===== src/hw/rtl/lbrc_pkg.sv =====
`timescale 1ns / 1ps
// ----------------------------------------------------------------------------
// lbrc_pkg
// Shared widths, codes and types of the block read cache tag keeper.
// ----------------------------------------------------------------------------
package lbrc_pkg;

  // field widths
  localparam int OP_W     = 2;
  localparam int POS_W    = 40;
  localparam int LEN_W    = 31;
  localparam int STAT_W   = 3;
  localparam int BIDX_W   = 2;
  localparam int OFFS_W   = 20;
  localparam int CNT_W    = 21;
  localparam int TAG_W    = 36;
  localparam int LG_W     = 5;
  localparam int SLOTS_W  = 3;
  localparam int CFG_IDX_W = 2;
  localparam int CFG_DAT_W = 40;

  // default slot count
  localparam int NSLOTS_DEF = 4;

  // block size limits and reset values
  localparam logic [LG_W-1:0]    LG_MIN      = 5'd4;
  localparam logic [LG_W-1:0]    LG_MAX      = 5'd20;
  localparam logic [LG_W-1:0]    LG_RESET    = 5'd15;
  localparam logic [POS_W-1:0]   FSIZE_RESET = '0;
  localparam logic [SLOTS_W-1:0] SLOTS_RESET = 3'd4;

  // operation codes
  localparam logic [OP_W-1:0] OP_LOOKUP = 2'd0;
  localparam logic [OP_W-1:0] OP_FILL   = 2'd1;

  // configuration register indexes
  localparam logic [CFG_IDX_W-1:0] CFG_BLOCK_LOG2 = 2'd0;
  localparam logic [CFG_IDX_W-1:0] CFG_FILE_SIZE  = 2'd1;
  localparam logic [CFG_IDX_W-1:0] CFG_SLOTS      = 2'd2;

  // result status codes
  typedef enum logic [STAT_W-1:0] {
    ST_HIT         = 3'd0,
    ST_MISS        = 3'd1,
    ST_EOF         = 3'd2,
    ST_FILLED      = 3'd3,
    ST_INVALIDATED = 3'd4
  } status_t;

  // per-cell update controls
  typedef struct packed {
    logic take;     // load from neighbor
    logic set_tag;  // mark valid with the new block number
    logic clear;    // empty the slot
  } cell_ctl_t;

endpackage


===== src/hw/rtl/lbrc_cell.sv =====
`timescale 1ns / 1ps
// ----------------------------------------------------------------------------
// lbrc_cell
// One slot of the recency chain: valid, tag and buffer, with a tag compare.
// ----------------------------------------------------------------------------
module lbrc_cell
  import lbrc_pkg::*;
#(
  parameter int BUF_W     = 2,
  parameter int RESET_BUF = 0
) (
  input  logic             clk,
  input  logic             rst_n,
  input  cell_ctl_t        ctl,
  input  logic [TAG_W-1:0] key,
  input  logic             nb_valid,
  input  logic [TAG_W-1:0] nb_tag,
  input  logic [BUF_W-1:0] nb_bufn,
  output logic             valid,
  output logic [TAG_W-1:0] tag,
  output logic [BUF_W-1:0] bufn,
  output logic             match
);

  logic             valid_r;
  logic [TAG_W-1:0] tag_r;
  logic [BUF_W-1:0] bufn_r;

  // valid bit and buffer number
  always_ff @(posedge clk) begin
    if (!rst_n) begin
      valid_r <= 1'b0;
      bufn_r  <= BUF_W'(RESET_BUF);
    end else begin
      if (ctl.take) bufn_r <= nb_bufn;
      // clear wins over a new tag, which wins over the neighbor's bit
      if (ctl.clear) begin
        valid_r <= 1'b0;
      end else if (ctl.set_tag) begin
        valid_r <= 1'b1;
      end else if (ctl.take) begin
        valid_r <= nb_valid;
      end
    end
  end

  // tag, meaningful only while valid
  always_ff @(posedge clk) begin
    if (ctl.set_tag) begin
      tag_r <= key;
    end else if (ctl.take) begin
      tag_r <= nb_tag;
    end
  end

  assign valid = valid_r;
  assign tag   = tag_r;
  assign bufn  = bufn_r;
  assign match = valid_r && (tag_r == key);

endmodule


===== src/hw/rtl/lru_block_read_cache_tags.sv =====
`timescale 1ns / 1ps
// ----------------------------------------------------------------------------
// lru_block_read_cache_tags
// Tag and recency keeper of a small fully associative cache of file blocks.
//
//   channel  direction  handshake           payload
//   in       input      in_valid/in_stall   op, position, request_length
//   out      output     out_valid/out_stall status, buffer_index,
//                                           block_offset, byte_count
//   cfg      input      cfg_valid/cfg_ready index, data
//
// One word per cycle while the result is not stalled: all slot cells compare
// in parallel and the chain shifts in the same cycle, so each word's result
// appears in the cycle after it is taken, from a single output register.
// Synchronous reset empties every slot and gives slot i buffer i.
// A stalled result holds the output register; a new word is taken in the
// cycle the held result leaves.
// ----------------------------------------------------------------------------
module lru_block_read_cache_tags
  import lbrc_pkg::*;
#(
  parameter int NSLOTS = NSLOTS_DEF
) (
  input  logic                 clk,
  input  logic                 rst_n,
  // input words
  input  logic                 in_valid,
  output logic                 in_stall,
  input  logic [OP_W-1:0]      in_op,
  input  logic [POS_W-1:0]     in_position,
  input  logic [LEN_W-1:0]     in_request_length,
  // result words
  output logic                 out_valid,
  input  logic                 out_stall,
  output logic [STAT_W-1:0]    out_status,
  output logic [BIDX_W-1:0]    out_buffer_index,
  output logic [OFFS_W-1:0]    out_block_offset,
  output logic [CNT_W-1:0]     out_byte_count,
  // configuration writes
  input  logic                 cfg_valid,
  output logic                 cfg_ready,
  input  logic [CFG_IDX_W-1:0] cfg_index,
  input  logic [CFG_DAT_W-1:0] cfg_data
);

  localparam int BUF_W = (NSLOTS > 1) ? $clog2(NSLOTS) : 1;
  localparam int IDX_W = BUF_W;
  localparam int N_W   = $clog2(NSLOTS + 1);

  // configuration registers
  logic [LG_W-1:0]    block_log2_r;
  logic [POS_W-1:0]   file_size_r;
  logic [SLOTS_W-1:0] slots_r;

  assign cfg_ready = 1'b1;

  always_ff @(posedge clk) begin
    if (!rst_n) begin
      block_log2_r <= LG_RESET;
      file_size_r  <= FSIZE_RESET;
      slots_r      <= SLOTS_RESET;
    end else if (cfg_valid && cfg_ready) begin
      case (cfg_index)
        CFG_BLOCK_LOG2: block_log2_r <= cfg_data[LG_W-1:0];
        CFG_FILE_SIZE:  file_size_r  <= cfg_data[POS_W-1:0];
        CFG_SLOTS:      slots_r      <= cfg_data[SLOTS_W-1:0];
        default: ;
      endcase
    end
  end

  // output register and handshake
  logic               out_valid_r;
  status_t            status_r;
  logic [BIDX_W-1:0]  bidx_r;
  logic [OFFS_W-1:0]  offs_r;
  logic [CNT_W-1:0]   cnt_r;
  logic               acc;

  assign in_stall = out_valid_r && out_stall;
  assign acc      = in_valid && !in_stall;

  // effective block size and slot count
  logic [LG_W-1:0] lg_eff;
  logic [N_W-1:0]  n_eff;
  logic [N_W-1:0]  n_m1;

  always_comb begin
    if (block_log2_r < LG_MIN)      lg_eff = LG_MIN;
    else if (block_log2_r > LG_MAX) lg_eff = LG_MAX;
    else                            lg_eff = block_log2_r;
    if (slots_r == '0)                   n_eff = N_W'(1);
    else if (32'(slots_r) > NSLOTS)      n_eff = N_W'(NSLOTS);
    else                                 n_eff = N_W'(slots_r);
    n_m1 = n_eff - N_W'(1);
  end

  // block number, offset and byte limits
  logic [TAG_W-1:0]  key;
  logic [OFFS_W-1:0] offs_mask;
  logic [OFFS_W-1:0] offs;
  logic [CNT_W-1:0]  room;
  logic [POS_W-1:0]  left;
  logic [CNT_W-1:0]  cnt_a;
  logic [CNT_W-1:0]  cnt;
  logic              eof;

  always_comb begin
    key       = TAG_W'(in_position >> lg_eff);
    offs_mask = OFFS_W'((CNT_W'(1) << lg_eff) - CNT_W'(1));
    offs      = in_position[OFFS_W-1:0] & offs_mask;
    room      = (CNT_W'(1) << lg_eff) - {1'b0, offs};
    left      = file_size_r - in_position;
    eof       = (in_position >= file_size_r);
    if (in_request_length < LEN_W'(room)) cnt_a = CNT_W'(in_request_length);
    else                                  cnt_a = room;
    if (left < POS_W'(cnt_a)) cnt = left[CNT_W-1:0];
    else                      cnt = cnt_a;
  end

  // cell chain
  logic              cv    [NSLOTS];
  logic [TAG_W-1:0]  ct    [NSLOTS];
  logic [BUF_W-1:0]  cb    [NSLOTS];
  logic              cm    [NSLOTS];
  cell_ctl_t         ctl   [NSLOTS];
  logic              nbv   [NSLOTS];
  logic [TAG_W-1:0]  nbt   [NSLOTS];
  logic [BUF_W-1:0]  nbb   [NSLOTS];

  // first active matching slot
  logic             hit;
  logic [IDX_W-1:0] hit_idx;

  always_comb begin
    hit     = 1'b0;
    hit_idx = '0;
    for (int i = 0; i < NSLOTS; i++) begin
      if (!hit && cm[i] && (N_W'(i) < n_eff)) begin
        hit     = 1'b1;
        hit_idx = IDX_W'(i);
      end
    end
  end

  // rotation control
  logic             is_inv;
  logic             is_fill;
  logic             is_look;
  logic [IDX_W-1:0] rot_k;
  logic             rot_en;

  assign is_inv  = in_op[1];
  assign is_fill = (in_op == OP_FILL);
  assign is_look = (in_op == OP_LOOKUP);
  assign rot_k   = is_fill ? n_m1[IDX_W-1:0] : hit_idx;
  assign rot_en  = acc && ((is_fill && cv[0] && (n_eff > N_W'(1))) ||
                           (is_look && !eof && hit));

  always_comb begin
    for (int i = 0; i < NSLOTS; i++) begin
      ctl[i].take    = rot_en && (IDX_W'(i) <= rot_k);
      ctl[i].set_tag = acc && is_fill && (i == 0);
      ctl[i].clear   = acc && is_inv;
      if (i == 0) begin
        nbv[i] = cv[rot_k];
        nbt[i] = ct[rot_k];
        nbb[i] = cb[rot_k];
      end else begin
        nbv[i] = cv[(i > 0) ? i - 1 : 0];
        nbt[i] = ct[(i > 0) ? i - 1 : 0];
        nbb[i] = cb[(i > 0) ? i - 1 : 0];
      end
    end
  end

  for (genvar g = 0; g < NSLOTS; g++) begin : g_cell
    lbrc_cell #(
      .BUF_W     (BUF_W),
      .RESET_BUF (g)
    ) u_cell (
      .clk      (clk),
      .rst_n    (rst_n),
      .ctl      (ctl[g]),
      .key      (key),
      .nb_valid (nbv[g]),
      .nb_tag   (nbt[g]),
      .nb_bufn  (nbb[g]),
      .valid    (cv[g]),
      .tag      (ct[g]),
      .bufn     (cb[g]),
      .match    (cm[g])
    );
  end

  // buffer that ends up at the front
  logic [BIDX_W-1:0] front_buf;
  assign front_buf = BIDX_W'(rot_en ? nbb[0] : cb[0]);

  // result word
  always_ff @(posedge clk) begin
    if (!rst_n) begin
      out_valid_r <= 1'b0;
    end else if (acc) begin
      out_valid_r <= 1'b1;
    end else if (!out_stall) begin
      out_valid_r <= 1'b0;
    end
  end

  always_ff @(posedge clk) begin
    if (acc) begin
      if (is_inv) begin
        status_r <= ST_INVALIDATED;
        bidx_r   <= '0;
        offs_r   <= '0;
        cnt_r    <= '0;
      end else if (is_fill) begin
        status_r <= ST_FILLED;
        bidx_r   <= front_buf;
        offs_r   <= '0;
        cnt_r    <= '0;
      end else if (eof) begin
        status_r <= ST_EOF;
        bidx_r   <= '0;
        offs_r   <= '0;
        cnt_r    <= '0;
      end else if (!hit) begin
        status_r <= ST_MISS;
        bidx_r   <= '0;
        offs_r   <= '0;
        cnt_r    <= '0;
      end else begin
        status_r <= ST_HIT;
        bidx_r   <= front_buf;
        offs_r   <= offs;
        cnt_r    <= cnt;
      end
    end
  end

  assign out_valid        = out_valid_r;
  assign out_status       = status_r;
  assign out_buffer_index = bidx_r;
  assign out_block_offset = offs_r;
  assign out_byte_count   = cnt_r;

endmodule


===== config.mk =====
export PLATFORM = sky130hd
export DESIGN_NAME = lru_block_read_cache_tags
export DESIGN_NICKNAME = d
export VERILOG_FILES = /design/src/hw/rtl/lbrc_pkg.sv /design/src/hw/rtl/lbrc_cell.sv /design/src/hw/rtl/lru_block_read_cache_tags.sv
export SDC_FILE = /design/constraint.sdc
export NUM_CORES = 1
export LEC_CHECK = 0
export BUFFER_PORTS_ARGS = -buffer_cell sky130_fd_sc_hd__buf_2
export CAP_MARGIN = 5
export CORE_UTILIZATION = 35
export DETAILED_ROUTE_END_ITERATION = 10
export GPL_ROUTABILITY_DRIVEN = 1
export PLACE_DENSITY = 0.59
export SYNTH_ARGS = -nofsm -noshare
export SYNTH_HDL_FRONTEND = slang
export SYNTH_HIERARCHICAL = 1
export SYNTH_SLANG_ARGS = --single-unit

===== constraint.sdc =====
create_clock -name clk -period 13.4 [get_ports clk]
set_input_delay 3.35 -clock clk [delete_from_list [all_inputs] [get_ports clk]]
set_output_delay 3.35 -clock clk [all_outputs]
set_load 0.1 [all_outputs]

==> results.py, run 1 <==
metrics = {
    "yosys": {
        "synth_area_sq_um": 19900,
        "syn_area_per_cell_sq_um": 9.15,
        "ys_seq_area_share_pct": 34.7,
        "async_reset_ff_share_pct": 0,
        "synth_top_area_cell": "edfxtp_1",
        "synth.distinct_cells": 84,
        "synth_edf_count": 190,
        "synth_top_cells_by_count": "271 x nand2_1, 190 x edfxtp_1, 158 x mux2_2",
        "synthTopCellsByArea": "edfxtp_1 29%, mux2_2 8.9%, xnor2_1 6.7%",
        "ys_seq_elements": 251,
        "synth_cells": 2179,
        "synth_warnings": 6,
        "synth_ff_type": "edfxtp_1",
        "yosysMostFrequentCell": "nand2_1",
        "synth_top_area_share_pct": 28.6,
    },
    "clocking": {
        "clock-root-buffer": "clkbuf_16",
        "cts_buffers": 34,
        "post_cts_buffers": 0,
        "htree_levels": 2,
        "cts_hold_buf": 0,
        "numClockSinks": 251,
        "ctsResizeCount": 0,
        "clk_latency_ns": 0.57,
        "cts.path.max_buffers": 3,
        "clk_transition_reported_paths_ns": 0.06,
        "cts_tree": "yes",
    },
    "critical_path": {
        "path_buf_inv": 3,
        "slowest_stage": "or4b_4",
        "path_class": "in2reg",
        "crit_path_start_kind": "primary input",
        "end_kind": "flip-flop",
        "cp.arrival_ns": 11.94,
        "critical_path.max_fanout": 19,
        "worstPathRequired_ns": 13.72,
        "cp_slowest_stage_delay_ns": 0.51,
        "crit_family": "simple AND/OR/NAND/NOR gates",
    },
    "job": {
        "drv_cap": 0,
    },
    "power": {
        "power_mw": 2.54,
        "ir_drop_v": 0.0000749,
        "leakagePower_nw": 8.49,
        "p_per_area_nw_per_um2": 113,
    },
    "floorplan": {
        "coreArea_sq_um": 56400,
        "row_count": 87,
        "io_pins": 169,
        "die_w_microns": 241,
        "start_util_pct": 35.4,
        "die_h_microns": 241,
        "die-area_sq_um": 57900,
    },
    "cells_and_area": {
        "post-route-util_pct": 40.1,
        "layout.nets": 2511,
        "nFillCells": 5706,
        "final_area_sq_um": 22600,
        "drive_gt1_share_pct": 19.2,
        "area_delta_synth_final_pct": 13.3,
    },
    "sta": {
        "max-slew-margin-rel_pct": 12.8,
        "worstMarginPinSlew_ns": 1.29,
        "drv_slew": 0,
        "fin_crit_sh_pct": 86.7,
        "min_period_ns": 11.62,
        "fin_tns_setup_ns": 0,
        "fmax_ghz": 0.0861,
        "skew_ns": 0.0394,
        "finalHoldViolations": 0,
        "rsz0062_at_grt": "no",
        "setup_violations": 0,
    },
    "drt": {
        "antenna_left": 0,
        "vias": 17500,
        "drt_iter0_drc": 1399,
        "via_per_inst": 5.66,
        "routed_wl_microns": 67100,
        "wl_per_cell_microns": 21.7,
        "remaining_drc_errors": 4,
        "drtPass1Iterations": 8,
    },
    "grt": {
        "overflow": 0,
        "grt_start_max_net_pins": 81,
        "grt_use_total_pct": 22.7,
        "antenna_found_initial": 2,
        "grt_pass1_wl_microns": 100000,
        "first_global_vias": 16700,
    },
    "placed_design": {
        "gp_congestion": 0.975,
        "hpwl_microns": 49600,
        "port_buffers": 167,
        "place_area_sq_um": 21500,
    },
    "outcome": {
        "status": "complete, but fails checks",
        "violations": "design-rule violations",
    },
    "min_path": {
        "hp-class": "reg2reg",
    },
}
-- flip-flops by register name (all words and copies together) (netlist names) --
name,count
block_log2_r,5
file_size_r,40
g_cell.u_cell/bufn,8
g_cell.u_cell/tag,144
g_cell.u_cell/valid,4
out_block_offset,20
out_buffer_index,2
out_byte_count,21
out_status,3
out_valid,1
slots_r,3
-- path summary, 6_finish.rpt --
kind | startpoint | cells past startpoint | slack [ns] | end
worst min register to register | g_cell[3].u_cell/bufn[0] | 2 | 0.46 | g_cell[3].u_cell/bufn[0]
worst max-delay path | in_position[1] | 36 | 1.78 | out_byte_count[0]
worst max register to register | block_log2_r[3] | 33 | 3.75 | out_byte_count[0]
worst min-delay path | g_cell[3].u_cell/bufn[0] | 2 | 0.46 | g_cell[3].u_cell/bufn[0]
-- per-layer routing --
layer / wire length (microns) / global-route usage (%)
met3: 3980 / 3.18
met4: 2560 / 8.65
met2: 31300 / 37.6
met1: 29300 / 29.7
met5: 0 / 0
-- stage by stage --
stage / setup slack, ns / hold slack (ns) / instances
2_1_floorplan: 2.78 / 0.431 / 2188
3_3_place_gp: 1.63 / 0.448 / 3025
3_5_place_dp: 1.41 / 0.453 / 3025
4_1_cts: 1.99 / 0.467 / 3086
5_1_grt: 1.16 / 0.489 / 3086
6_report: 1.78 / 0.464 / 3088
-- logic make-up (layout without fill, tap and decap cells) --
logic type               Yosys count  count (layout)  share of synthesized area [%]
other                              2              13                         0.0377
XOR/XNOR                         185             185                           8.12
AO/OA/AOI/OAI                    516             516                           17.1
flip-flops                       251             251                           34.7
multiplexers                     233             233                           13.0
buffers and inverters            195             337                           4.13
adder cells (fa/ha/maj)           86              86                           5.47
AND/OR/NAND/NOR                  711             711                           17.3
-- layout by cell type (no fill, tap or decap), drive strengths merged, types with 80 or more instances in the layout --
cell type	synthesis	final
xnor2	152	152
o21ai	82	82
a21oi	126	126
mux2	160	160
ha	84	84
edfxtp	190	190
nand2	272	272
nor2	135	135
buf	50	197
inv	79	80
-- cell type report --
type                            count  area [sq um]  area share [%]
Sequential cell                   251          6930            30.7
Inverter                           79           297            1.31
Antenna cell                        2          5.00          0.0222
Timing Repair Buffer              197          1060            4.70
Clock buffer                       47           920            4.07
Multi-Input combinational cell   1742         12300            54.3
Tap cell                          756           946            4.19
Clock inverter                     14           158           0.698
-- tightest hold or removal path, stage by stage, from the launching register on --
cell and delay (ns):
dfxtp_1 0.32, mux2i_1 0.06, nand2_1 0.06
-- power breakdown --
part	internal [mW]	switching [mW]	total, mW
combinational	0.274	0.443	0.718
sequential	0.906	0.0391	0.945
clock	0.508	0.372	0.880
No activity file was read; power rests on OpenSTA's default activity.
==> run 2: changes to the inputs <==
--- a/config.mk
+++ b/config.mk
@@ -7,10 +7,12 @@
 export LEC_CHECK = 0
 export BUFFER_PORTS_ARGS = -buffer_cell sky130_fd_sc_hd__buf_2
 export CAP_MARGIN = 5
+export CELL_PAD_IN_SITES_DETAIL_PLACEMENT = 1
+export CELL_PAD_IN_SITES_GLOBAL_PLACEMENT = 1
 export CORE_UTILIZATION = 35
 export DETAILED_ROUTE_END_ITERATION = 10
 export GPL_ROUTABILITY_DRIVEN = 1
-export PLACE_DENSITY = 0.59
+export PLACE_DENSITY = 0.71
 export SYNTH_ARGS = -nofsm -noshare
 export SYNTH_HDL_FRONTEND = slang
 export SYNTH_HIERARCHICAL = 1
==> results.py, run 2 (synthesis results as in run 1) <==
metrics = {
    "drt": {
        "drtPass1Iterations": 5,
        "via_per_inst": 5.70,
        "vias": 17600,
        "antenna_left": 0,
        "routed_wl_microns": 72300,
        "remaining_drc_errors": 0,
        "drt_iter0_drc": 1162,
        "wl_per_cell_microns": 23.4,
    },
    "grt": {
        "grt_use_total_pct": 24.7,
        "first_global_vias": 18100,
        "overflow": 0,
        "grt_start_max_net_pins": 81,
        "grt_pass1_wl_microns": 110000,
        "antenna_found_initial": 2,
    },
    "clocking": {
        "clock-root-buffer": "clkbuf_16",
        "numClockSinks": 251,
        "htree_levels": 2,
        "ctsResizeCount": 0,
        "cts_hold_buf": 0,
        "cts.path.max_buffers": 3,
        "post_cts_buffers": 0,
        "cts_tree": "yes",
        "clk_latency_ns": 0.56,
        "cts_buffers": 34,
        "clk_transition_reported_paths_ns": 0.06,
    },
    "critical_path": {
        "path_class": "in2reg",
        "crit_family": "simple AND/OR/NAND/NOR gates",
        "cp_slowest_stage_delay_ns": 0.51,
        "cp.arrival_ns": 12.03,
        "critical_path.max_fanout": 19,
        "end_kind": "flip-flop",
        "worstPathRequired_ns": 13.71,
        "path_buf_inv": 3,
        "slowest_stage": "or4b_4",
        "crit_path_start_kind": "primary input",
        "reg2reg_slack_ns": 3.70,
    },
    "power": {
        "clkPwrFrac_pct": 35.7,
        "leakagePower_nw": 8.56,
        "power_mw": 2.62,
        "power_frac_seq_pct": 36.1,
        "p_per_area_nw_per_um2": 116,
        "combPwrFrac_pct": 28.2,
        "ir_drop_v": 0.0000835,
        "p_sw_share_pct": 33.8,
        "netSwitchingPower_mw": 0.886,
        "intPower_mw": 1.74,
    },
    "placed_design": {
        "place_ws_ns": 1.21,
        "port_buffers": 167,
        "gp_congestion": 0.930,
        "hpwl_microns": 53900,
    },
    "outcome": {
        "status": "complete, no violations",
    },
    "cells_and_area": {
        "layout_common_cells": "269 x nand2_1, 190 x edfxtp_1, 168 x buf_2, 158 x mux2_2, 152 x xnor2_1",
        "layout.nets": 2517,
        "drive_gt1_share_pct": 19.6,
        "area_delta_synth_final_pct": 13.8,
        "largest_reg_flops": 144,
        "post-route-util_pct": 40.3,
        "layout_commonest_cell": "nand2_1",
    },
    "sta": {
        "min_period_ns": 11.72,
        "max-slew-margin-rel_pct": 20.3,
        "setup_ws_ns": 1.68,
        "finalHoldViolations": 0,
        "skew_ns": 0.0193,
        "rsz0062_at_grt": "no",
        "drv_slew": 0,
        "setup_violations": 0,
        "worstMarginPinSlew_ns": 1.19,
        "fmax_ghz": 0.0853,
        "fin_tns_setup_ns": 0,
        "fin_crit_sh_pct": 87.5,
    },
    "floorplan": {
        "start_util_pct": 35.4,
        "row_count": 87,
        "die-area_sq_um": 57900,
        "die_w_microns": 241,
        "die_h_microns": 241,
        "io_pins": 169,
        "coreArea_sq_um": 56400,
    },
    "job": {
        "drv_cap": 0,
    },
    "min_path": {
        "hp-class": "reg2reg",
    },
}
## run 2: cell types whose count changed in the layout (fill, tap and decap cells not counted)
cell        previous run  this run
clkinvlp_4             1         2
clkinv_1               2         5
diode_2                2         1
buf_2                167       168
clkbuf_1              11         3
clkinv_2               3         6
clkbuf_2               0         2
bufinv_16              1         3
buf_4                 30        34
clkinv_4               3         0
clkbuf_8               2         4
## run 2: per-stage QoR
step	hold slack, ns	instances	cell area, sq um
detailed placement	0.461	3029	21500
global placement	0.449	3029	21500
CTS	0.476	3091	22700
floorplan	0.431	2188	20000
finish	0.471	3094	22700
global route	0.494	3093	22700
## run 2: layer usage
metal / vias to the layer above / part of all wire (%) / global-route usage (%)
met5: - / 0 / 0
met4: 0 / 3.0 / 7.72
met3: 107 / 5.1 / 3.29
met2: 450 / 48 / 42.2
met1: 8783 / 44 / 32.2
li1: 8282 / - / -
## run 2: power groups by stage
stage	clock (mW)	combinational [mW]	sequential, mW
floorplan	0	0.464	0.995
global route	0.981	0.798	0.953
CTS	0.955	0.730	0.947
detailed placement	0	0.724	0.962
global placement	0	0.709	0.959
finish	0.936	0.741	0.946
## run 2: final cells by class
class	count	area (sq um)
fill	6529	33700
multi-input combinational	1742	12300
sequential	251	6930
timing repair buffer	203	1100
tap	756	946
clock buffer	42	922
inverter	79	297
clock inverter	20	225
antenna	1	2.50
## run 2: worst paths after layout
check                                         startpoint                       end  depth (start not counted)
worst max register to register           block_log2_r[3]         out_byte_count[0]                         33
worst max-delay path                      in_position[1]         out_byte_count[0]                         36
worst min-delay path            g_cell[3].u_cell/bufn[0]  g_cell[3].u_cell/bufn[0]                          2
worst min register to register  g_cell[3].u_cell/bufn[0]  g_cell[3].u_cell/bufn[0]                          2
## run 2: tightest hold or removal path, cell delays in order (launching register included)
cell and delay (ns):
dfxtp_1 0.32, mux2i_1 0.07, nand2_1 0.06
==> run 3: changes to the inputs <==
--- a/config.mk
+++ b/config.mk
@@ -9,10 +9,10 @@
 export CAP_MARGIN = 5
 export CELL_PAD_IN_SITES_DETAIL_PLACEMENT = 1
 export CELL_PAD_IN_SITES_GLOBAL_PLACEMENT = 1
-export CORE_UTILIZATION = 35
+export CORE_UTILIZATION = 48
 export DETAILED_ROUTE_END_ITERATION = 10
 export GPL_ROUTABILITY_DRIVEN = 1
-export PLACE_DENSITY = 0.71
+export PLACE_DENSITY = 0.9
 export SYNTH_ARGS = -nofsm -noshare
 export SYNTH_HDL_FRONTEND = slang
 export SYNTH_HIERARCHICAL = 1
==> results.py, run 3 (synthesis results as in run 1) <==
metrics = {
    "clocking": {
        "clk_transition_reported_paths_ns": 0.06,
        "cts_buffers": 31,
        "cts.path.max_buffers": 3,
        "cts_tree": "yes",
        "clock-root-buffer": "clkbuf_16",
        "clk_latency_ns": 0.61,
        "ctsResizeCount": 0,
        "post_cts_buffers": 0,
        "htree_levels": 1,
        "cts_hold_buf": 0,
        "numClockSinks": 251,
    },
    "critical_path": {
        "reg2reg_slack_ns": 3.40,
        "cp_slowest_stage_delay_ns": 0.51,
        "slowest_stage": "or4b_4",
        "r2r_end": "out_byte_count[0]",
        "end_kind": "flip-flop",
        "cp.arrival_ns": 12.32,
        "crit_path_start_kind": "primary input",
        "path_class": "in2reg",
        "critical_path.max_fanout": 19,
        "worstPathRequired_ns": 13.74,
        "r2r_cells": 33,
        "rr_startpoint": "block_log2_r[3]",
        "startpoint": "in_position[1]",
        "crit_path_end": "out_byte_count[0]",
    },
    "grt": {
        "grt_pass1_wl_microns": 113000,
        "first_global_vias": 18900,
        "grt_start_max_net_pins": 81,
        "antenna_found_initial": 2,
        "overflow": 0,
        "grt_use_total_pct": 35.0,
    },
    "sta": {
        "finalHoldViolations": 0,
        "fmax_ghz": 0.0834,
        "fin_tns_setup_ns": 0,
        "worstMarginPinSlew_ns": 1.34,
        "max-slew-margin-rel_pct": 9.99,
        "rsz0062_at_grt": "no",
        "drv_slew": 0,
        "skew_ns": 0.0298,
        "setup_ws_ns": 1.41,
        "fin_crit_sh_pct": 89.4,
        "min_period_ns": 11.99,
        "setup_violations": 0,
    },
    "cells_and_area": {
        "layout_common_cells": "269 x nand2_1, 190 x edfxtp_1, 167 x buf_2, 158 x mux2_2, 152 x xnor2_1",
        "post-route-util_pct": 54.3,
        "instances_no_fill": 2857,
        "final_area_sq_um": 22200,
        "insertedDiodeCount": 0,
        "drive_gt1_share_pct": 19.2,
        "area_delta_synth_final_pct": 11.5,
        "layout.nets": 2506,
        "largest_reg_flops": 144,
        "layout_commonest_cell": "nand2_1",
    },
    "drt": {
        "vias": 18500,
        "remaining_drc_errors": 0,
        "drt_iter0_drc": 1614,
        "wl_per_cell_microns": 26.3,
        "antenna_left": 0,
        "drtPass1Iterations": 7,
        "via_per_inst": 6.48,
        "routed_wl_microns": 75100,
    },
    "power": {
        "p_per_area_nw_per_um2": 115,
        "leakagePower_nw": 8.45,
        "ir_drop_v": 0.000106,
    },
    "outcome": {
        "status": "complete, no violations",
    },
    "placed_design": {
        "place_area_sq_um": 21200,
        "placed_cells": 2798,
        "place_ws_ns": 1.10,
        "hpwl_microns": 54800,
        "port_buffers": 167,
        "gp_congestion": 0.952,
    },
    "floorplan": {
        "die_w_microns": 206,
        "die-area_sq_um": 42400,
        "die_h_microns": 206,
        "start_util_pct": 48.7,
        "row_count": 74,
        "coreArea_sq_um": 40900,
        "io_pins": 169,
    },
    "min_path": {
        "hp-class": "reg2reg",
    },
    "job": {
        "drv_cap": 0,
    },
}
## run 3: routing by layer
layer	share of wire [%]	vias to the layer above	routed length, microns	GRT usage [%]
met5	0.035	-	26	0
li1	-	8259	-	-
met1	40	9174	30000	44.5
met2	47	866	35600	58.9
met4	4.2	4	3170	13.8
met3	8.3	223	6260	6.19
## run 3: worst max-delay path, delay by kind of cell
family          cells  cell delay (ns)
simple gates       15             3.40
compound gates     12             3.15
mux                 2             0.73
buf+inv             3             0.43
fa+ha+maj           3             1.07
xor+xnor            1             0.15
## run 3: layout make-up
class	instances	area, sq um
Fill cell	4738	18700
Multi-Input combinational cell	1742	12300
Sequential cell	251	6930
Timing Repair Buffer	195	1050
Clock buffer	37	808
Tap cell	532	666
Inverter	79	297
Clock inverter	21	204
## run 3: worst min path at each step
stage                     cells after the start                      from                       end
after floorplan                               2  g_cell[3].u_cell/bufn[0]  g_cell[3].u_cell/bufn[0]
after global placement                        2  g_cell[3].u_cell/bufn[0]  g_cell[3].u_cell/bufn[0]
after detailed placement                      2  g_cell[3].u_cell/bufn[1]  g_cell[3].u_cell/bufn[1]
after CTS                                     2           file_size_r[19]           file_size_r[19]
after global routing                          2           file_size_r[12]           file_size_r[12]
final                                         2  g_cell[3].u_cell/bufn[1]  g_cell[3].u_cell/bufn[1]
## run 3: metrics by stage
| step | hold slack [ns] | power [mW] |
|---|---|---|
| finish | 0.473 | 2.56 |
| global placement | 0.449 | 1.65 |
| CTS | 0.476 | 2.55 |
| floorplan | 0.431 | 1.46 |
| detailed placement | 0.465 | 1.68 |
| global route | 0.501 | 2.64 |
## run 3: power by group
part / leakage (nW) / internal (mW) / switching [mW]
Sequential: 2.36 / 0.906 / 0.0461
Combinational: 5.60 / 0.275 / 0.476
Clock: 0.482 / 0.489 / 0.365
